[src/hdl/pmsd_pkg.sv]
// ----------------------------------------------------------------------------
// pmsd_pkg
// Types and constants shared by the mode switch debouncer modules.
// ----------------------------------------------------------------------------
`default_nettype none

package pmsd_pkg;

    localparam int WIDTH_W  = 12;
    localparam int MODE_W   = 8;
    localparam int NUM_REGS = 7;
    localparam int NUM_BANDS = 6;
    localparam int REG_IDX_W = 3;

    typedef logic [WIDTH_W-1:0] width_t;
    typedef logic [MODE_W-1:0]  mode_t;
    typedef logic [REG_IDX_W-1:0] reg_idx_t;
    typedef logic [NUM_REGS-1:0][MODE_W-1:0] mode_table_t;

    localparam reg_idx_t REG_FALLBACK = 3'd6;

    localparam mode_t MODE_RESET     = 8'd0;
    localparam mode_t FALLBACK_RESET = 8'd11;

    localparam width_t BAND_LOW = 12'd900;
    localparam width_t BAND_UPPER [NUM_BANDS] = '{
        12'd1230, 12'd1360, 12'd1490, 12'd1620, 12'd1750, 12'd2200
    };

endpackage

`default_nettype wire

[src/hdl/pmsd_band_sel.sv]
// ----------------------------------------------------------------------------
// pmsd_band_sel
// Sorts a pulse width into a switch band and selects its mode code.
// ----------------------------------------------------------------------------
`default_nettype none

module pmsd_band_sel (
    input  wire pmsd_pkg::width_t      pulse_width,
    input  wire pmsd_pkg::mode_table_t mode_table,
    output pmsd_pkg::mode_t            sel_mode
);

    always_comb begin
        logic found;
        found = 1'b0;
        sel_mode = mode_table[pmsd_pkg::REG_FALLBACK];
        if (pulse_width >= pmsd_pkg::BAND_LOW) begin
            for (int i = 0; i < pmsd_pkg::NUM_BANDS; i++) begin
                if (!found && (pulse_width < pmsd_pkg::BAND_UPPER[i])) begin
                    sel_mode = mode_table[i];
                    found = 1'b1;
                end
            end
        end
    end

endmodule

`default_nettype wire

[src/hdl/pmsd_debounce.sv]
// ----------------------------------------------------------------------------
// pmsd_debounce
// Holds the stable mode, the candidate mode and the confirmation count,
// and updates them once for each selected mode code.
// ----------------------------------------------------------------------------
`default_nettype none

module pmsd_debounce #(
    parameter int CONFIRM_LIMIT = 3
) (
    input  wire                   aclk,
    input  wire                   aresetn,
    input  wire                   update_en,
    input  wire pmsd_pkg::mode_t  sel_mode,
    output pmsd_pkg::mode_t       stable_next
);

    localparam int CNT_W = $clog2(CONFIRM_LIMIT + 1);
    localparam logic [CNT_W-1:0] CNT_LIMIT = CNT_W'(CONFIRM_LIMIT);
    localparam logic [CNT_W-1:0] CNT_ONE   = CNT_W'(1);

    pmsd_pkg::mode_t  stable_reg, stable_reg_next;
    pmsd_pkg::mode_t  cand_reg, cand_next;
    logic [CNT_W-1:0] count_reg, count_next;

    always_comb begin
        stable_reg_next = stable_reg;
        cand_next = cand_reg;
        count_next = count_reg;
        if (sel_mode != stable_reg) begin
            if (sel_mode == cand_reg) begin
                if (count_reg >= CNT_LIMIT) begin
                    stable_reg_next = cand_reg;
                    count_next = '0;
                end else begin
                    count_next = count_reg + CNT_ONE;
                end
            end else if (count_reg == '0) begin
                cand_next = sel_mode;
                count_next = CNT_ONE;
            end else begin
                cand_next = stable_reg;
                count_next = '0;
            end
        end
    end

    assign stable_next = stable_reg_next;

    always_ff @(posedge aclk) begin
        if (!aresetn) begin
            stable_reg <= pmsd_pkg::FALLBACK_RESET;
            cand_reg <= pmsd_pkg::FALLBACK_RESET;
            count_reg <= '0;
        end else if (update_en) begin
            stable_reg <= stable_reg_next;
            cand_reg <= cand_next;
            count_reg <= count_next;
        end
    end

endmodule

`default_nettype wire

[src/hdl/pwm_mode_switch_debouncer.sv]
// ----------------------------------------------------------------------------
// pwm_mode_switch_debouncer
// Debounces a radio-control mode switch given as pulse widths.
//
// Each request on the s_ channel carries one pulse width in microseconds.
// The width is captured in an input register, sorted into a switch band,
// mapped to the mode code held in the configuration registers, and passed
// through the debounce state. Each request yields one m_ request with the
// stable mode code in force after that width.
// m_valid rises once the width has passed the input register and the output register,
// which form a two-stage pipeline. A new width is taken every cycle while the receiver
// does not stall, and s_ready follows m_ready combinationally.
// When the receiver stalls, the output register holds its result and the
// input register fills; s_ready then falls until m_ready returns.
// Reset clears both stages, sets the stable and candidate modes to 11,
// the band mode codes to 0 and the fallback code to 11.
// Configuration writes through cfg_wen apply to every width not yet past the input register;
// indexes beyond the fallback register are ignored.
// ----------------------------------------------------------------------------
`default_nettype none

module pwm_mode_switch_debouncer #(
    parameter int CONFIRM_LIMIT = 3
) (
    input  wire        aclk,
    input  wire        aresetn,

    input  wire        s_valid,
    output logic       s_ready,
    input  wire [11:0] s_pulse_width,

    output logic       m_valid,
    input  wire        m_ready,
    output logic [7:0] m_stable_mode_out,

    input  wire        cfg_wen,
    input  wire [2:0]  cfg_index,
    input  wire [7:0]  cfg_wdata
);

    pmsd_pkg::mode_table_t mode_table_reg;
    pmsd_pkg::width_t      width_reg;
    logic                  in_valid_reg;
    pmsd_pkg::mode_t       out_mode_reg;
    logic                  out_valid_reg;

    pmsd_pkg::mode_t       sel_mode;
    pmsd_pkg::mode_t       stable_next;
    logic                  advance;

    assign advance = in_valid_reg && (!out_valid_reg || m_ready);
    assign s_ready = !in_valid_reg || advance;
    assign m_valid = out_valid_reg;
    assign m_stable_mode_out = out_mode_reg;

    always_ff @(posedge aclk) begin
        if (!aresetn) begin
            for (int i = 0; i < pmsd_pkg::NUM_BANDS; i++) begin
                mode_table_reg[i] <= pmsd_pkg::MODE_RESET;
            end
            mode_table_reg[pmsd_pkg::REG_FALLBACK] <= pmsd_pkg::FALLBACK_RESET;
        end else if (cfg_wen && (cfg_index <= pmsd_pkg::REG_FALLBACK)) begin
            mode_table_reg[cfg_index] <= cfg_wdata;
        end
    end

    always_ff @(posedge aclk) begin
        if (!aresetn) begin
            in_valid_reg <= 1'b0;
            out_valid_reg <= 1'b0;
        end else begin
            if (s_valid && s_ready) begin
                in_valid_reg <= 1'b1;
            end else if (advance) begin
                in_valid_reg <= 1'b0;
            end
            if (advance) begin
                out_valid_reg <= 1'b1;
            end else if (m_ready) begin
                out_valid_reg <= 1'b0;
            end
        end
    end

    always_ff @(posedge aclk) begin
        if (s_valid && s_ready) begin
            width_reg <= s_pulse_width;
        end
        if (advance) begin
            out_mode_reg <= stable_next;
        end
    end

    pmsd_band_sel u_band_sel (
        .pulse_width (width_reg),
        .mode_table  (mode_table_reg),
        .sel_mode    (sel_mode)
    );

    pmsd_debounce #(
        .CONFIRM_LIMIT (CONFIRM_LIMIT)
    ) u_debounce (
        .aclk        (aclk),
        .aresetn     (aresetn),
        .update_en   (advance),
        .sel_mode    (sel_mode),
        .stable_next (stable_next)
    );

endmodule

`default_nettype wire

[config.mk]
export PLATFORM = sky130hd
export DESIGN_NAME = pwm_mode_switch_debouncer
export DESIGN_NICKNAME = d
export VERILOG_FILES = /design/src/hdl/pmsd_pkg.sv /design/src/hdl/pmsd_band_sel.sv /design/src/hdl/pmsd_debounce.sv /design/src/hdl/pwm_mode_switch_debouncer.sv
export SDC_FILE = /design/constraint.sdc
export NUM_CORES = 1
export LEC_CHECK = 0
export BUFFER_PORTS_ARGS = -buffer_cell sky130_fd_sc_hd__buf_2
export CORE_MARGIN = 8
export CORE_UTILIZATION = 61
export DETAILED_ROUTE_END_ITERATION = 10
export PLACE_DENSITY = 0.8
export SETUP_SLACK_MARGIN = 0.02
export SLEW_MARGIN = 0
export SYNTH_ARGS = -nofsm -noshare
export SYNTH_HDL_FRONTEND = slang
export SYNTH_SLANG_ARGS = --single-unit
export TNS_END_PERCENT = 100
[constraint.sdc]
create_clock -name aclk -period 4.39 [get_ports aclk]
set_input_delay 1.0975 -clock aclk [delete_from_list [all_inputs] [get_ports aclk]]
set_output_delay 1.0975 -clock aclk [all_outputs]
set_load 0.02 [all_outputs]
# Yosys cells after proc, flatten, opt, wreduce, memory -nomap -nowiden
# Cells that the tools add are included.
[word_totals]
reg_bits = 96
word_cells = 83
out_inout_bits = 10
[classes]
n_eq_ne = 2
reduce_logical = 23
muxes = 31
n_bitwise = 1
add_sub_neg = 1
magnitude_cmp = 11
[ops]
columns = ["cell", "n"]
rows = [
  ["$mux W8", 12],
  ["$lt A12 B11 Y1 const B", 5],
  ["$bwmux W56", 1],
  ["$demux W8 S3", 1],
  ["$mux W1", 15],
  ["$ge A12 B10 Y1 const B", 1],
  ["$lt A12 B12 Y1 const B", 1],
  ["$logic_and A1 B1 Y1", 9],
  ["$eq A8 B8 Y1", 1],
  ["$ne A8 B8 Y1", 1],
  ["$logic_not A1 Y1", 7],
  ["$lt A3 B4 Y1 const B", 1],
  ["$mux W2", 2],
  ["$reduce_bool A2 Y1", 2],
  ["$ge A3 B1 Y1 const B", 1],
  ["$le A3 B3 Y1 const B", 1],
  ["$reduce_and A3 Y1", 1],
  ["$add A2 B1 Y2 const B", 1],
  ["$ge A2 B2 Y1 const B", 1],
  ["$logic_not A2 Y1", 1],
  ["$logic_or A1 B1 Y1", 2],
  ["$reduce_and A2 Y1", 1],
  ["$not A1 Y1", 1],
]

# Depth between registers and ports, before layout
[depth]
word_depth = 26
ltp_mapped = 13
depth_no_buf = 10

# Cells and area by module
# From an unflattened synthesis, not the netlist that was laid out.
[hier_totals]
hier_cells = 480
hier_area_um2 = 4952.2
[modules_own_cells]
columns = ["module", "instances", "seq_area_each_um2", "cells_per_inst", "area_each_um2"]
rows = [
  ["pwm_mode_switch_debouncer", 1, 1761.7, 231, 2778.9],
  ["pmsd_debounce", 1, 360.3, 116, 1139.8],
  ["pmsd_band_sel", 1, 0.0, 133, 1033.5],
]

# Worst setup path before layout
# OpenSTA, ideal clock, no wires.
[synth_path]
kind = "reg2reg"
start = "register width_reg[4]"
end = "register u_debounce.stable_reg[1]"
t_required_ns = 4.269
t_arrival_ns = 3.434
path_buffers = 0
setup_slack_ns = 0.835
path_stages_with_launch = 11
cell_sequence = "edfxtp_1 -> or4_4 -> o211a_4 -> nor3_1 -> a2111oi_1 -> a221oi_1 -> mux2_2 -> nor4_4 -> nand4b_4 -> nor3_4 -> mux2_4"
[synth_via]
elab_chain_len = 26
elab_cells_between_ends = 38
cone_classes = "order compare (7); eq/ne (2); mux (19); reduce/logical (10)"
[synth_rtl]
columns = ["item", "line_no", "text"]
rows = [
  ["start: declaration", "pwm_mode_switch_debouncer.sv:42", "pmsd_pkg::width_t width_reg;"],
  ["start signal: assignment", "pwm_mode_switch_debouncer.sv:87", "width_reg <= s_pulse_width;"],
  ["$lt A12 B11 Y1", "pmsd_band_sel.sv:19", "if (!found && (pulse_width < pmsd_pkg::BAND_UPPER[i])) begin"],
  ["$mux W1", "pmsd_band_sel.sv:19", ""],
  ["$mux W1", "pmsd_band_sel.sv:17", "if (pulse_width >= pmsd_pkg::BAND_LOW) begin"],
  ["$logic_not A1 Y1", "pmsd_band_sel.sv:19", ""],
  ["$logic_and A1 B1 Y1", "pmsd_band_sel.sv:19", ""],
  ["$mux W1", "pmsd_band_sel.sv:19", ""],
  ["$mux W1", "pmsd_band_sel.sv:17", ""],
  ["$logic_not A1 Y1", "pmsd_band_sel.sv:19", ""],
  ["(+10 left out)", "--", ""],
  ["$mux W1", "pmsd_band_sel.sv:17", ""],
  ["$logic_not A1 Y1", "pmsd_band_sel.sv:19", ""],
  ["$logic_and A1 B1 Y1", "pmsd_band_sel.sv:19", ""],
  ["$mux W8", "pmsd_band_sel.sv:19", ""],
  ["$mux W8 (*)", "pmsd_band_sel.sv:17", ""],
  ["$eq A8 B8 Y1", "pmsd_debounce.sv:31", "if (sel_mode == cand_reg) begin"],
  ["$mux W8", "pmsd_debounce.sv:31", ""],
  ["$mux W8 (*)", "pmsd_debounce.sv:30", "if (sel_mode != stable_reg) begin"],
  ["end signal: assignment", "pmsd_debounce.sv:52", "stable_reg <= pmsd_pkg::FALLBACK_RESET;"],
  ["end signal: assignment", "pmsd_debounce.sv:56", "stable_reg <= stable_reg_next;"],
  ["end: declaration", "pmsd_debounce.sv:22", "pmsd_pkg::mode_t stable_reg, stable_reg_next;"],
]
# Every way passes the cells marked *; elsewhere a longest branch is shown, timed or not. The select of a mux whose other input is x is not followed.
# A chain may end at the register's enable or synchronous reset.

# Final worst setup path
[layout_path]
start = "register width_reg[9]"
end = "register out_mode_reg[6] (netlist: m_stable_mode_out[6]), data pin"
[layout_via]
elab_chain_len = 26
elab_cells_between_ends = 38
cone_classes = "order compare (7); eq/ne (2); mux (19); reduce/logical (10)"
[layout_rtl]
columns = ["item", "line_no", "text"]
rows = [
  ["$lt A12 B11 Y1", "pmsd_band_sel.sv:19", ""],
  ["$mux W1", "pmsd_band_sel.sv:19", ""],
  ["$mux W1", "pmsd_band_sel.sv:17", ""],
  ["$logic_not A1 Y1", "pmsd_band_sel.sv:19", ""],
  ["$logic_and A1 B1 Y1", "pmsd_band_sel.sv:19", ""],
  ["$mux W1", "pmsd_band_sel.sv:19", ""],
  ["$mux W1", "pmsd_band_sel.sv:17", ""],
  ["$logic_not A1 Y1", "pmsd_band_sel.sv:19", ""],
  ["(+11 left out)", "--", ""],
  ["$logic_not A1 Y1", "pmsd_band_sel.sv:19", ""],
  ["$logic_and A1 B1 Y1", "pmsd_band_sel.sv:19", ""],
  ["$mux W8", "pmsd_band_sel.sv:19", ""],
  ["$mux W8 (*)", "pmsd_band_sel.sv:17", ""],
  ["$eq A8 B8 Y1", "pmsd_debounce.sv:31", ""],
  ["$mux W8", "pmsd_debounce.sv:31", ""],
  ["$mux W8 (*)", "pmsd_debounce.sv:30", ""],
  ["net stable_next[6]", "pwm_mode_switch_debouncer.sv:48", "pmsd_pkg::mode_t stable_next;"],
  ["end signal: assignment", "pwm_mode_switch_debouncer.sv:90", "out_mode_reg <= stable_next;"],
  ["end: declaration", "pwm_mode_switch_debouncer.sv:44", "pmsd_pkg::mode_t out_mode_reg;"],
]
# The timed path passes the listed nets; every way through them passes the cells marked *. The select of a mux whose other input is x is not followed.

==> impl_metrics.csv <==
group,metric,value,unit
sta,worst_pin_slew,1.13,ns
global_routing,gr-total-overflow,0,
synthesis,synth-seq-area-share,0.365,
cells_and_area,diodes,0,
detailed_routing,wire_per_inst,21.8,um
cells_and_area,layout.nets,779,
critical_path,rr_worst_depth,11,
synthesis,yosysTopAreaCell,"dfxtp_1",
cts,h-tree-depth,3,
sta,period_share,0.950,
cts,clk_latency,0.37,ns
cts,clk_pin_slew_worst_paths,0.09,ns
critical_path,crit_path_start_kind,"register",
placement,gp_congestion,0.981,
cells_and_area,fin_util,0.684,
cells_and_area,filler_cell_count,800,
power_and_ir_drop,ir_drop,0.282,mV
placement,place_hpwl,14.1,mm
cts,cts_tree,"yes",
sta,slew-limit-headroom,0.246,
detailed_routing,drt-initial-drc-count,595,
synthesis,ys_seq_elements,95,
sta,setup_violations,0,
global_routing,grt_usage,0.290,
critical_path,crit_family,"simple AND/OR/NAND/NOR gates",
cts,clockBufferDepth,2,
sta,rsz0062_at_grt,"false",
floorplanning,num_rows,35,
cts,root_buffer,"clkbuf_8",
critical_path,critical_path_buf_inv_count,1,
critical_path,crit_start,"width_reg[9]$_DFFE_PP_",
synthesis,syn_area,0.00574,mm2
status,outcome,"finished clean",
critical_path,max_stage_delay,0.58,ns
synthesis,syn_avg_cell_area,8.11,um2
critical_path,crit_type,"reg2reg",
detailed_routing,wirelength,18.8,mm
min_path,hold_start,"mode_table_reg[25]$_SDFFE_PN0P_",
cts,cts_setup_buffers,0,
cts,cts_made_buffers,9,
synthesis,synth_cells,708,
cells_and_area,largest_reg_flops,56,
sta,setup_ws,0.218,ns
floorplanning,die_h,113,um
detailed_routing,drt_first_pass_iters,7,
synthesis,yosys-top-cells-area,"dfxtp_1 (27%), nand2_1 (10%), edfxtp_1 (9.9%)",
global_routing,grt_max_degree,65,
cts,clock_sinks,95,
detailed_routing,drcViolationCount,0,
critical_path,cp-end-kind,"register",
critical_path,slowest_stage,"or4_4",
critical_path,path_cells,"or4_4 > o211ai_2 > buf_4 > nor3_1 > nor4_1 > a221oi_1 > mux2i_1 > nand4_1 > nor3_2 > nand3b_4 > mux2_2",
sta,fin_crit,4.17,ns
sta,clock_skew,0.00964,ns
synthesis,synth_common_cells,"nand2_1 (155), dfxtp_1 (76), a21oi_1 (75)",
critical_path,worstSetupPathDepth,11,
synthesis,synth_edf_count,19,
global_routing,grt_pass1_vias,5555,
min_path,hold_path_depth,2,
floorplanning,dieArea,0.0128,mm2
job,drv_cap,0,
synthesis,synth-warning-count,0,
power_and_ir_drop,power.leakage,2.28,nW
synthesis,synth_top_area_share,0.265,
floorplanning,initial_utilization,0.624,
cts,postCtsHoldBufs,0,
synthesis,synth_flop_cell,"dfxtp_1",
placement,io_buffers,36,
detailed_routing,ant_nets,0,
detailed_routing,route.vias.total,5832,
floorplanning,die_x,113,um
power_and_ir_drop,p_per_area,310,mW/mm2
placement,pre_cts_slack,0.219,ns
synthesis,yosysMostFrequentCell,"nand2_1",
floorplanning,fp.coreArea,0.00920,mm2
sta,max_freq,240,MHz
synthesis,ys_async_sr_fraction,0,
cells_and_area,drive_gt1_frac,0.164,
sta,slew_violations,0,
floorplanning,ioPinCount,38,
global_routing,antenna_found_initial,0,
min_path,hold_class,"reg2reg",
sta,finalHoldViolations,0,
critical_path,crit_required,4.51,ns
critical_path,cp.arrival,4.29,ns
critical_path,r2r-start,"width_reg[9]$_DFFE_PP_",
synthesis,syn_nets,738,
global_routing,grt_pass1_wl,29.1,mm
cells_and_area,syn_to_final_growth,9.53,%
sta,fin_setup_tns,0,ns
synthesis,netlist-cell-type-count,90,
detailed_routing,via_per_inst,6.76,
critical_path,worstPathMaxFanout,8,
## layout make-up
cell class / instances / area [um2] / share of cell area
multi-input combinational: 550 / 3340 / 0.531
sequential: 95 / 2090 / 0.333
timing repair buffer: 68 / 420 / 0.0669
clock buffer: 10 / 149 / 0.0237
tap: 111 / 139 / 0.0221
inverter: 25 / 93.8 / 0.0149
clock inverter: 4 / 52.6 / 0.00836
## worst paths after layout
check / slack, ns / end
max reg2reg: 0.22 / m_stable_mode_out[6]$_DFFE_PP_
max: 0.22 / m_stable_mode_out[6]$_DFFE_PP_
min: 0.46 / mode_table_reg[25]$_SDFFE_PN0P_
min reg2reg: 0.46 / mode_table_reg[25]$_SDFFE_PN0P_
## cell usage in the layout (no fill, tap or decap), drive strengths merged, types with 9 or more instances in the layout
cell type,Yosys,layout
buf,14,68
nand2,155,155
dfxtp,76,76
mux2i,21,21
nor3,37,37
a311oi,10,10
nor4,9,9
nor2,46,46
clkbuf,23,10
edfxtp,19,19
a21oi,76,76
nand3,19,19
inv,25,27
o21ai,18,18
o211ai,9,9
## power by group
group          total (mW)  switching (mW)  internal, mW  leakage [nW]
logic               0.388           0.235         0.152          1.39
registers           0.959          0.0432         0.916         0.789
clock network       0.600           0.305         0.295         0.104
## layer usage
metal,global-route usage,part of all wire
met5,0,0
met4,0.135,0.040
met3,0.0666,0.094
met2,0.472,0.47
met1,0.357,0.40
## logic make-up after synthesis
logic type / synth area share
buffers and inverters: 0.0547
adders and majority gates: 0.00436
and+or+nand+nor: 0.263
muxes: 0.0530
xor gates and xnor gates: 0.0183
AOI/OAI and AO/OA: 0.242
DFF: 0.365
## what timing repair did
| action | 4_1_cts | 5_1_grt |
|---|---|---|
| hold endpoints to repair | 0 | 0 |
| gates resized for setup | 0 | 1 |
| setup endpoints to repair | 0 | 6 |
## tightest hold or removal path: cells and delay by family (launching register included)
| kind | cells | cell delay, ns |
|---|---|---|
| AOI/OAI and AO/OA | 1 | 0.05 |
| DFF | 1 | 0.32 |
| and+or+nand+nor | 1 | 0.05 |
## through the flow
step                      hold slack [ns]  power (mW)  cells  cell area (um2)
after floorplan                     0.436        1.22    708             5740
after global placement              0.443        1.34    849             6080
after global routing                0.482        2.01    863             6290
final                               0.461        1.95    863             6290
after CTS                           0.462        1.94    863             6280
after detailed placement            0.449        1.35    849             6080
(Power assumes the default switching activity.)
